--- config.mk ---
export PLATFORM = sky130hd
export DESIGN_NAME = entity_allocator_mask_query
export DESIGN_NICKNAME = d
export VERILOG_FILES = /design/src/design/eamq_pkg.sv /design/src/design/entity_allocator_mask_query.sv
export SDC_FILE = /design/constraint.sdc
export NUM_CORES = 2
export LEC_CHECK = 0
export ABC_AREA = 1
export ABC_CLOCK_PERIOD_IN_PS = 5700
export BUFFER_PORTS_ARGS = -buffer_cell sky130_fd_sc_hd__buf_2
export CAP_MARGIN = 20
export CELL_PAD_IN_SITES_DETAIL_PLACEMENT = 0
export CELL_PAD_IN_SITES_GLOBAL_PLACEMENT = 1
export CORE_MARGIN = 1.5
export CORE_UTILIZATION = 53
export CTS_BUF_LIST = sky130_fd_sc_hd__clkbuf_4 sky130_fd_sc_hd__clkbuf_8
export CTS_CLUSTER_SIZE = 16
export DETAILED_ROUTE_END_ITERATION = 6
export PLACE_DENSITY = 0.78
export SETUP_SLACK_MARGIN = 0.1
export SLEW_MARGIN = 20
export SYNTH_ARGS = -nofsm -noshare
export SYNTH_HDL_FRONTEND = slang
export SYNTH_SLANG_ARGS = --single-unit
--- constraint.sdc ---
create_clock -name clk_i -period 5.7 [get_ports clk_i]
set_input_delay 1.425 -clock clk_i [delete_from_list [all_inputs] [get_ports clk_i]]
set_output_delay 1.425 -clock clk_i [all_outputs]
set_load 0.05 [all_outputs]
--- src/design/eamq_pkg.sv ---
// Shared types and constants for the entity allocator with mask query.
// No dependencies; imported by entity_allocator_mask_query.
`default_nettype none

package eamq_pkg;

  // Default sizes for the top-level parameters
  localparam int unsigned MAX_ENTITIES_DEF   = 64;
  localparam int unsigned MAX_COMPONENTS_DEF = 32;

  // Fixed field widths
  localparam int unsigned KIND_W   = 3;
  localparam int unsigned ENTITY_W = 6;
  localparam int unsigned COMP_W   = 5;
  localparam int unsigned QMASK_W  = 32;

  // Operation codes
  localparam logic [KIND_W-1:0] KIND_CREATE    = 3'd0;
  localparam logic [KIND_W-1:0] KIND_DESTROY   = 3'd1;
  localparam logic [KIND_W-1:0] KIND_ADD_COMP  = 3'd2;
  localparam logic [KIND_W-1:0] KIND_QUERY_ALL = 3'd3;
  localparam logic [KIND_W-1:0] KIND_QUERY_ANY = 3'd4;

  typedef enum logic [1:0] {
    ST_OK       = 2'd0,
    ST_NO_MATCH = 2'd1,
    ST_FULL     = 2'd2,
    ST_BAD      = 2'd3
  } status_e;

  typedef struct packed {
    logic [KIND_W-1:0]   kind;
    logic [ENTITY_W-1:0] entity;
    logic [COMP_W-1:0]   component;
    logic [QMASK_W-1:0]  query_mask;
  } in_word_t;

  typedef struct packed {
    logic [ENTITY_W-1:0] entity_id;
    status_e             status;
    logic                last;
  } out_word_t;

endpackage

`default_nettype wire

--- src/design/entity_allocator_mask_query.sv ---
// Entity allocator: mask table, LIFO free-ID stack and query scanner.
// Depends on eamq_pkg.
`default_nettype none

// One input word is processed at a time. Destroy, create at the high-water
// mark, table full and a bad entity go straight to the response state. Create
// from the free stack and add-component first pass through a state for the
// memory read. A query streams the mask table through its single read port,
// one entity per cycle unless the output side stalls. Matching IDs come out
// in ascending order with last set on the final word; an empty query gives
// one no-match word. Results wait in an output register, so the next word is
// accepted while a result is still unread.
module entity_allocator_mask_query
  import eamq_pkg::*;
#(
  parameter int unsigned MAX_ENTITIES   = MAX_ENTITIES_DEF,
  parameter int unsigned MAX_COMPONENTS = MAX_COMPONENTS_DEF
) (
  input  wire        clk_i,
  input  wire        rst_ni,
  input  wire        in_valid_i,
  output logic       in_ready_o,
  input  in_word_t   in_word_i,
  output logic       out_valid_o,
  input  wire        out_ready_i,
  output out_word_t  out_word_o
);

  localparam int unsigned IW = $clog2(MAX_ENTITIES);      // table index
  localparam int unsigned CW = $clog2(MAX_ENTITIES + 1);  // counts up to capacity
  localparam int unsigned MW = (MAX_COMPONENTS >= QMASK_W) ? QMASK_W : MAX_COMPONENTS;

  typedef enum logic [4:0] {
    S_IDLE = 5'b00001,
    S_POP  = 5'b00010,
    S_ADD  = 5'b00100,
    S_SCAN = 5'b01000,
    S_RESP = 5'b10000
  } state_e;

  state_e                  state_q, state_d;
  logic [CW-1:0]           fc_q, fc_d;
  logic [CW-1:0]           hw_q, hw_d;
  logic [MAX_ENTITIES-1:0] live_q, live_d;
  logic [CW-1:0]           scan_q, scan_d;
  logic                    rd_valid_q, rd_valid_d;
  logic [IW-1:0]           rd_id_q, rd_id_d;
  logic                    pend_valid_q, pend_valid_d;
  logic [IW-1:0]           pend_id_q, pend_id_d;
  logic                    out_valid_q;

  out_word_t               resp_q, resp_d;
  out_word_t               out_q, out_d;
  logic [MW-1:0]           qm_q, qm_d;
  logic                    any_q, any_d;
  logic [IW-1:0]           ent_q, ent_d;
  logic [COMP_W-1:0]       comp_q, comp_d;

  // Memories
  logic [MW-1:0]           mask_mem [MAX_ENTITIES];
  logic [IW-1:0]           fs_mem   [MAX_ENTITIES];
  logic [MW-1:0]           mask_rdata_q;
  logic [IW-1:0]           fs_rdata_q;

  logic                    mask_we, mask_re;
  logic [IW-1:0]           mask_waddr, mask_raddr;
  logic [MW-1:0]           mask_wdata;
  logic                    fs_we, fs_re;
  logic [IW-1:0]           fs_waddr, fs_raddr;
  logic [IW-1:0]           fs_wdata;

  logic                    in_acc, out_free, out_load;
  logic                    ent_ok, issue, hit, stall, scan_done;
  logic [MW-1:0]           masked;

  assign in_ready_o  = (state_q == S_IDLE);
  assign in_acc      = in_valid_i && in_ready_o;
  assign out_free    = !out_valid_q || out_ready_i;
  assign out_valid_o = out_valid_q;
  assign out_word_o  = out_q;

  // Live means below the high-water mark and marked live
  assign ent_ok = (7'(in_word_i.entity) < 7'(hw_q)) && live_q[in_word_i.entity[IW-1:0]];

  assign issue     = scan_q < hw_q;
  assign scan_done = !issue && !rd_valid_q;
  assign masked    = mask_rdata_q & qm_q;
  assign hit       = rd_valid_q && live_q[rd_id_q] &&
                     (any_q ? (|masked) : (masked == qm_q));
  // a second hit waits until the output register is free to take the held one
  assign stall     = hit && pend_valid_q && !out_free;

  always_comb begin
    state_d      = state_q;
    fc_d         = fc_q;
    hw_d         = hw_q;
    live_d       = live_q;
    scan_d       = scan_q;
    rd_valid_d   = rd_valid_q;
    rd_id_d      = rd_id_q;
    pend_valid_d = pend_valid_q;
    pend_id_d    = pend_id_q;
    resp_d       = resp_q;
    out_d        = out_q;
    out_load     = 1'b0;
    qm_d         = qm_q;
    any_d        = any_q;
    ent_d        = ent_q;
    comp_d       = comp_q;
    mask_we      = 1'b0;
    mask_waddr   = '0;
    mask_wdata   = '0;
    mask_re      = 1'b0;
    mask_raddr   = '0;
    fs_we        = 1'b0;
    fs_waddr     = '0;
    fs_wdata     = '0;
    fs_re        = 1'b0;
    fs_raddr     = '0;

    unique case (state_q)
      S_IDLE: begin
        if (in_acc) begin
          unique case (in_word_i.kind)
            KIND_CREATE: begin
              if (fc_q != '0) begin
                fs_re    = 1'b1;
                fs_raddr = IW'(fc_q - CW'(1));
                fc_d     = fc_q - CW'(1);
                state_d  = S_POP;
              end else if (hw_q < CW'(MAX_ENTITIES)) begin
                mask_we                = 1'b1;
                mask_waddr             = hw_q[IW-1:0];
                live_d[hw_q[IW-1:0]]   = 1'b1;
                hw_d                   = hw_q + CW'(1);
                resp_d = '{entity_id: ENTITY_W'(hw_q), status: ST_OK, last: 1'b1};
                state_d                = S_RESP;
              end else begin
                resp_d  = '{entity_id: '0, status: ST_FULL, last: 1'b1};
                state_d = S_RESP;
              end
            end
            KIND_DESTROY: begin
              if (ent_ok) begin
                fs_we    = 1'b1;
                fs_waddr = fc_q[IW-1:0];
                fs_wdata = in_word_i.entity[IW-1:0];
                fc_d     = fc_q + CW'(1);
                live_d[in_word_i.entity[IW-1:0]] = 1'b0;
                resp_d = '{entity_id: in_word_i.entity, status: ST_OK, last: 1'b1};
              end else begin
                resp_d = '{entity_id: in_word_i.entity, status: ST_BAD, last: 1'b1};
              end
              state_d = S_RESP;
            end
            KIND_ADD_COMP: begin
              if (ent_ok) begin
                mask_re    = 1'b1;
                mask_raddr = in_word_i.entity[IW-1:0];
                ent_d      = in_word_i.entity[IW-1:0];
                comp_d     = in_word_i.component;
                state_d    = S_ADD;
              end else begin
                resp_d  = '{entity_id: in_word_i.entity, status: ST_BAD, last: 1'b1};
                state_d = S_RESP;
              end
            end
            KIND_QUERY_ALL, KIND_QUERY_ANY: begin
              qm_d         = in_word_i.query_mask[MW-1:0];
              any_d        = (in_word_i.kind == KIND_QUERY_ANY);
              scan_d       = '0;
              rd_valid_d   = 1'b0;
              pend_valid_d = 1'b0;
              state_d      = S_SCAN;
            end
            default: ;  // unused kinds are dropped
          endcase
        end
      end

      S_POP: begin
        mask_we            = 1'b1;
        mask_waddr         = fs_rdata_q;
        live_d[fs_rdata_q] = 1'b1;
        resp_d  = '{entity_id: ENTITY_W'(fs_rdata_q), status: ST_OK, last: 1'b1};
        state_d = S_RESP;
      end

      S_ADD: begin
        // bit index past the mask width shifts out to no change
        mask_we    = 1'b1;
        mask_waddr = ent_q;
        mask_wdata = mask_rdata_q | (MW'(1) << comp_q);
        resp_d     = '{entity_id: ENTITY_W'(ent_q), status: ST_OK, last: 1'b1};
        state_d    = S_RESP;
      end

      S_SCAN: begin
        if (scan_done) begin
          if (pend_valid_q) begin
            resp_d = '{entity_id: ENTITY_W'(pend_id_q), status: ST_OK, last: 1'b1};
          end else begin
            resp_d = '{entity_id: '0, status: ST_NO_MATCH, last: 1'b1};
          end
          state_d = S_RESP;
        end else if (!stall) begin
          // hold back each hit until the next one shows it is not last
          if (hit) begin
            if (pend_valid_q) begin
              out_load = 1'b1;
              out_d = '{entity_id: ENTITY_W'(pend_id_q), status: ST_OK, last: 1'b0};
            end
            pend_valid_d = 1'b1;
            pend_id_d    = rd_id_q;
          end
          mask_re    = issue;
          mask_raddr = scan_q[IW-1:0];
          rd_valid_d = issue;
          rd_id_d    = scan_q[IW-1:0];
          if (issue) begin
            scan_d = scan_q + CW'(1);
          end
        end
      end

      S_RESP: begin
        if (out_free) begin
          out_load = 1'b1;
          out_d    = resp_q;
          state_d  = S_IDLE;
        end
      end

      default: state_d = S_IDLE;
    endcase
  end

  always_ff @(posedge clk_i or negedge rst_ni) begin
    if (!rst_ni) begin
      state_q      <= S_IDLE;
      fc_q         <= '0;
      hw_q         <= '0;
      live_q       <= '0;
      scan_q       <= '0;
      rd_valid_q   <= 1'b0;
      pend_valid_q <= 1'b0;
      out_valid_q  <= 1'b0;
    end else begin
      state_q      <= state_d;
      fc_q         <= fc_d;
      hw_q         <= hw_d;
      live_q       <= live_d;
      scan_q       <= scan_d;
      rd_valid_q   <= rd_valid_d;
      pend_valid_q <= pend_valid_d;
      if (out_load) begin
        out_valid_q <= 1'b1;
      end else if (out_ready_i) begin
        out_valid_q <= 1'b0;
      end
    end
  end

  always_ff @(posedge clk_i) begin
    rd_id_q   <= rd_id_d;
    pend_id_q <= pend_id_d;
    resp_q    <= resp_d;
    out_q     <= out_d;
    qm_q      <= qm_d;
    any_q     <= any_d;
    ent_q     <= ent_d;
    comp_q    <= comp_d;
  end

  // Mask table
  always_ff @(posedge clk_i) begin
    if (mask_we) begin
      mask_mem[mask_waddr] <= mask_wdata;
    end
    if (mask_re) begin
      mask_rdata_q <= mask_mem[mask_raddr];
    end
  end

  // Free-ID stack
  always_ff @(posedge clk_i) begin
    if (fs_we) begin
      fs_mem[fs_waddr] <= fs_wdata;
    end
    if (fs_re) begin
      fs_rdata_q <= fs_mem[fs_raddr];
    end
  end

endmodule

`default_nettype wire
==> run metrics <==
status complete, but fails checks; switching power share of the total 0.265; vias in the first global route between 80000 and 90000; Hold Fails Final Rpt 0; Port Buffer Count 60; number of enable flip-flop cells after synthesis 2543; PostCTS Resize Cnt 0; failing checks DRC; number of buffers added by the clock tree synthesis step 441; TritonCTS clock tree built; CP endpoint kind flop; H-Tree Level Count 5; count of placed standard cells in the final layout, fillers left out roughly 15000; VDD IR-drop max 0.285 mV; Final period util 0.934; Arr. time, crit path 6.18 ns; number of failing setup endpoints in the final timing report 0; total congestion overflow after global routing 0; startpoint class of the critical path flop; number of standard-cell rows in the floorplan between 150 and 200; area of the multi-input gates ~31000 um2; hold buffer count at cts 0; Tightest Hold Check Type input pin to async pin; vias post-DR roughly 87000; Pins Over Slew Limit 0; DRC violation count after routing 4; summed area of non-filler cells in the final layout roughly 130000 um2; initial core utilization 0.533; Post-Syn Area per Cell around 11 um2; Clock Sink Count roughly 2600; post-detailed-route wirelength per cell approximately 26 um; number of flip-flops and latches in the synthesized netlist between 2000 and 3000; largest net degree at the start of global routing 117; die height 475 um; Yosys cell types between 50 and 60; Layout Nets around 11000; DIE WIDTH between 400 and 500 um; GRT Util Overall 0.326; setup slack after layout between 0.3 and 0.4 ns; num ports roughly 60; FFs w/ async S/R, synth 0.0353; Iter 0 DRT Violations between 10000 and 15000; commonest register cell after synthesis edfxtp_1; unrepaired setup endpoints after global routing false; final core occ 0.606; die area between 200000 and 250000 um2; total nets after synthesis 11000; accumulated negative setup slack 0 ns; Maximum Capacitance Violations 0; Synthesis Warnings 0; f_max around 190 MHz; Skew-Pair Late Insertion Delay 1.16 ns; Post-Syn Area roughly 120000 um2; part of the power in registers 0.508; cell count after synthesis 10900; most numerous cell in the Yosys netlist edfxtp_1; layout overhead on the synthesized area 13.8%; global placement routability congestion 0.915; clock-pin slew on the worst setup and hold paths 0.06 ns; data required time of the worst path between 6 and 7 ns; wire length of the first global-routing pass approximately 540000 um; via density per instance roughly 5.9; Layout fillers about 18000; Pre-antenna DRT Iters 7; leading cell types by total area after synthesis edfxtp_1, nand3_1, nand2_1; crit path time final around 5.3 ns; share of final-layout standard cells stronger than drive strength 1 0.123; most frequent cells after synthesis edfxtp_1, nand3_1, nand2_1; placed cell count 13800; number of nets with antenna violations after detailed routing 0; final wirelength around 370000 um; net switching power around 11 mW; clock tree skew after final layout about 0.093 ns; maximum count of clock buffers along a single path 4; top cell type's share of synthesized area 0.646; placement-stage cell area ~130000 um2; fraction of the yosys area taken by sequential cells 0.666; share of total power in the clock network 0.379; detailed placer's ending HPWL 221000 um; static leakage 53.0 nW; slew at the pin with the worst max-slew slack ~1.3 ns; buffer count from post-CTS setup fixing 0; Cell Int Power about 32 mW; area used by sequential logic in the layout 78700 um2; Pwr Density 321 nW/um2; standard cell core area 222000 um2; part of the total power dissipated in combinational logic 0.113; Root Buffer Master clkbuf_8; pre-CTS worst setup slack 0.0563 ns; maximum fanout along the worst path 27; cell type with the largest total area after synthesis edfxtp_1; Max-Slew Margin vs Limit 0.154; WS Path Type flop to flop; antenna violations before repair 22
placed cells by master, fill, tap and decap left out, types with 16 or more instances in the layout:
cell type | Yosys | final
o21ai_1 | 21 | 19
edfxtp_1 | 2543 | 2543
nor2_1 | 547 | 471
buf_4 | 21 | 346
or2_2 | 16 | 16
inv_1 | 1561 | 1557
nand3_1 | 2305 | 2305
o32ai_1 | 68 | 68
a211oi_1 | 39 | 39
mux2_2 | 23 | 23
a21oi_1 | 106 | 76
clkinv_1 | 6 | 131
o21ai_0 | 217 | 217
buf_2 | 459 | 59
o211ai_1 | 89 | 89
nand3b_1 | 676 | 676
o22ai_1 | 22 | 21
ha_1 | 16 | 16
nand2_1 | 1653 | 1652
clkbuf_4 | 0 | 146
nor3_1 | 88 | 86
nor2_4 | 1 | 77
nand4_1 | 41 | 41
buf_12 | 0 | 159
dfrtp_1 | 92 | 92
clkinv_2 | 0 | 45
clkbuf_8 | 0 | 450
a21oi_4 | 0 | 30
a31oi_1 | 23 | 23
logic make-up (layout without fill, tap and decap cells):
kind of cell | count (synthesis) | count (layout) | synth area share
other | 0 | 9 | 0
muxes | 23 | 23 | 0.00219
xor gates and xnor gates | 11 | 11 | 0.000815
and+or+nand+nor | 5361 | 5361 | 0.220
DFF | 2636 | 2636 | 0.666
adders and majority gates | 16 | 16 | 0.00169
buffers and inverters | 2273 | 2942 | 0.0779
AOI/OAI and AO/OA | 614 | 614 | 0.0322
worst max-delay path, stage by stage (launching register included):
cell and delay (ns):
edfxtp_1 0.73, inv_1 0.20, nand2_1 0.10, nand2_1 0.06
nor2_1 0.09, nand2_1 0.06, nor2_1 0.27, a21oi_1 0.17
nor2_1 0.33, nand4_4 0.23, nand2_1 0.26, inv_2 0.16
nand2_1 0.13, o21ai_4 0.08, buf_12 0.18, inv_8 0.26
buf_12 0.26, buf_12 0.27, buf_12 0.17, nand3_1 0.15
nand3_1 0.12, nand3_1 0.25, nand3_1 0.37, nand2_1 0.08
cell type report:
class	instances	share of cell area
Clock inverter	192	0.00838
Sequential cell	2636	0.585
Inverter	1580	0.0444
Tap cell	2975	0.0277
Multi-Input combinational cell	6025	0.233
Clock buffer	596	0.0542
Antenna cell	9	0.000167
Timing Repair Buffer	574	0.0471
metrics by stage:
step                      power [mW]  hold WS (ns)
after global placement          27.0         0.485
after floorplan                 25.0         0.421
final                           43.2         0.455
after detailed placement        27.0         0.494
after CTS                       43.2         0.404
after global routing            44.5         0.437
per-layer routing:
layer / wire [um] / up-vias / track usage
met3: 44500 / 805 / 0.0808
met4: 12600 / 12 / 0.110
met1: 154000 / 42300 / 0.477
met5: 75 / - / 0
li1: - / 38400 / -
met2: 162000 / 5112 / 0.477
worst paths after layout:
check                                start               to  slack [ns]  cells after the start
hold / removal                      rst_ni      out_valid_o        0.46                      1
setup reg to reg           mask_rdata_q[5]  mask_rdata_q[2]        0.38                     23
max in group asynchronous           rst_ni       live_q[54]        4.20                      2
hold reg to reg                  resp_q[7]    out_word_o[7]        0.48                      2
min in group clk_i               resp_q[7]    out_word_o[7]        0.48                      2
setup / recovery           mask_rdata_q[5]  mask_rdata_q[2]        0.38                     23
state kept, by name, summed over array words and instances (netlist names), 8 cells and up:
register      count
mask_rdata_q     32
fs_mem          384
mask_mem       2048
live_q           64
qm_q             32
out_word_o        9
resp_q            8
power groups by stage:
stage | registers [mW] | clock network [mW] | logic, mW
final | 21.9 | 16.4 | 4.86
after global routing | 22.0 | 17.4 | 5.19
after CTS | 21.9 | 16.5 | 4.74
after detailed placement | 22.3 | 0 | 4.72
after global placement | 22.3 | 0 | 4.66
after floorplan | 22.2 | 0 | 2.85
(Power assumes the default switching activity.)
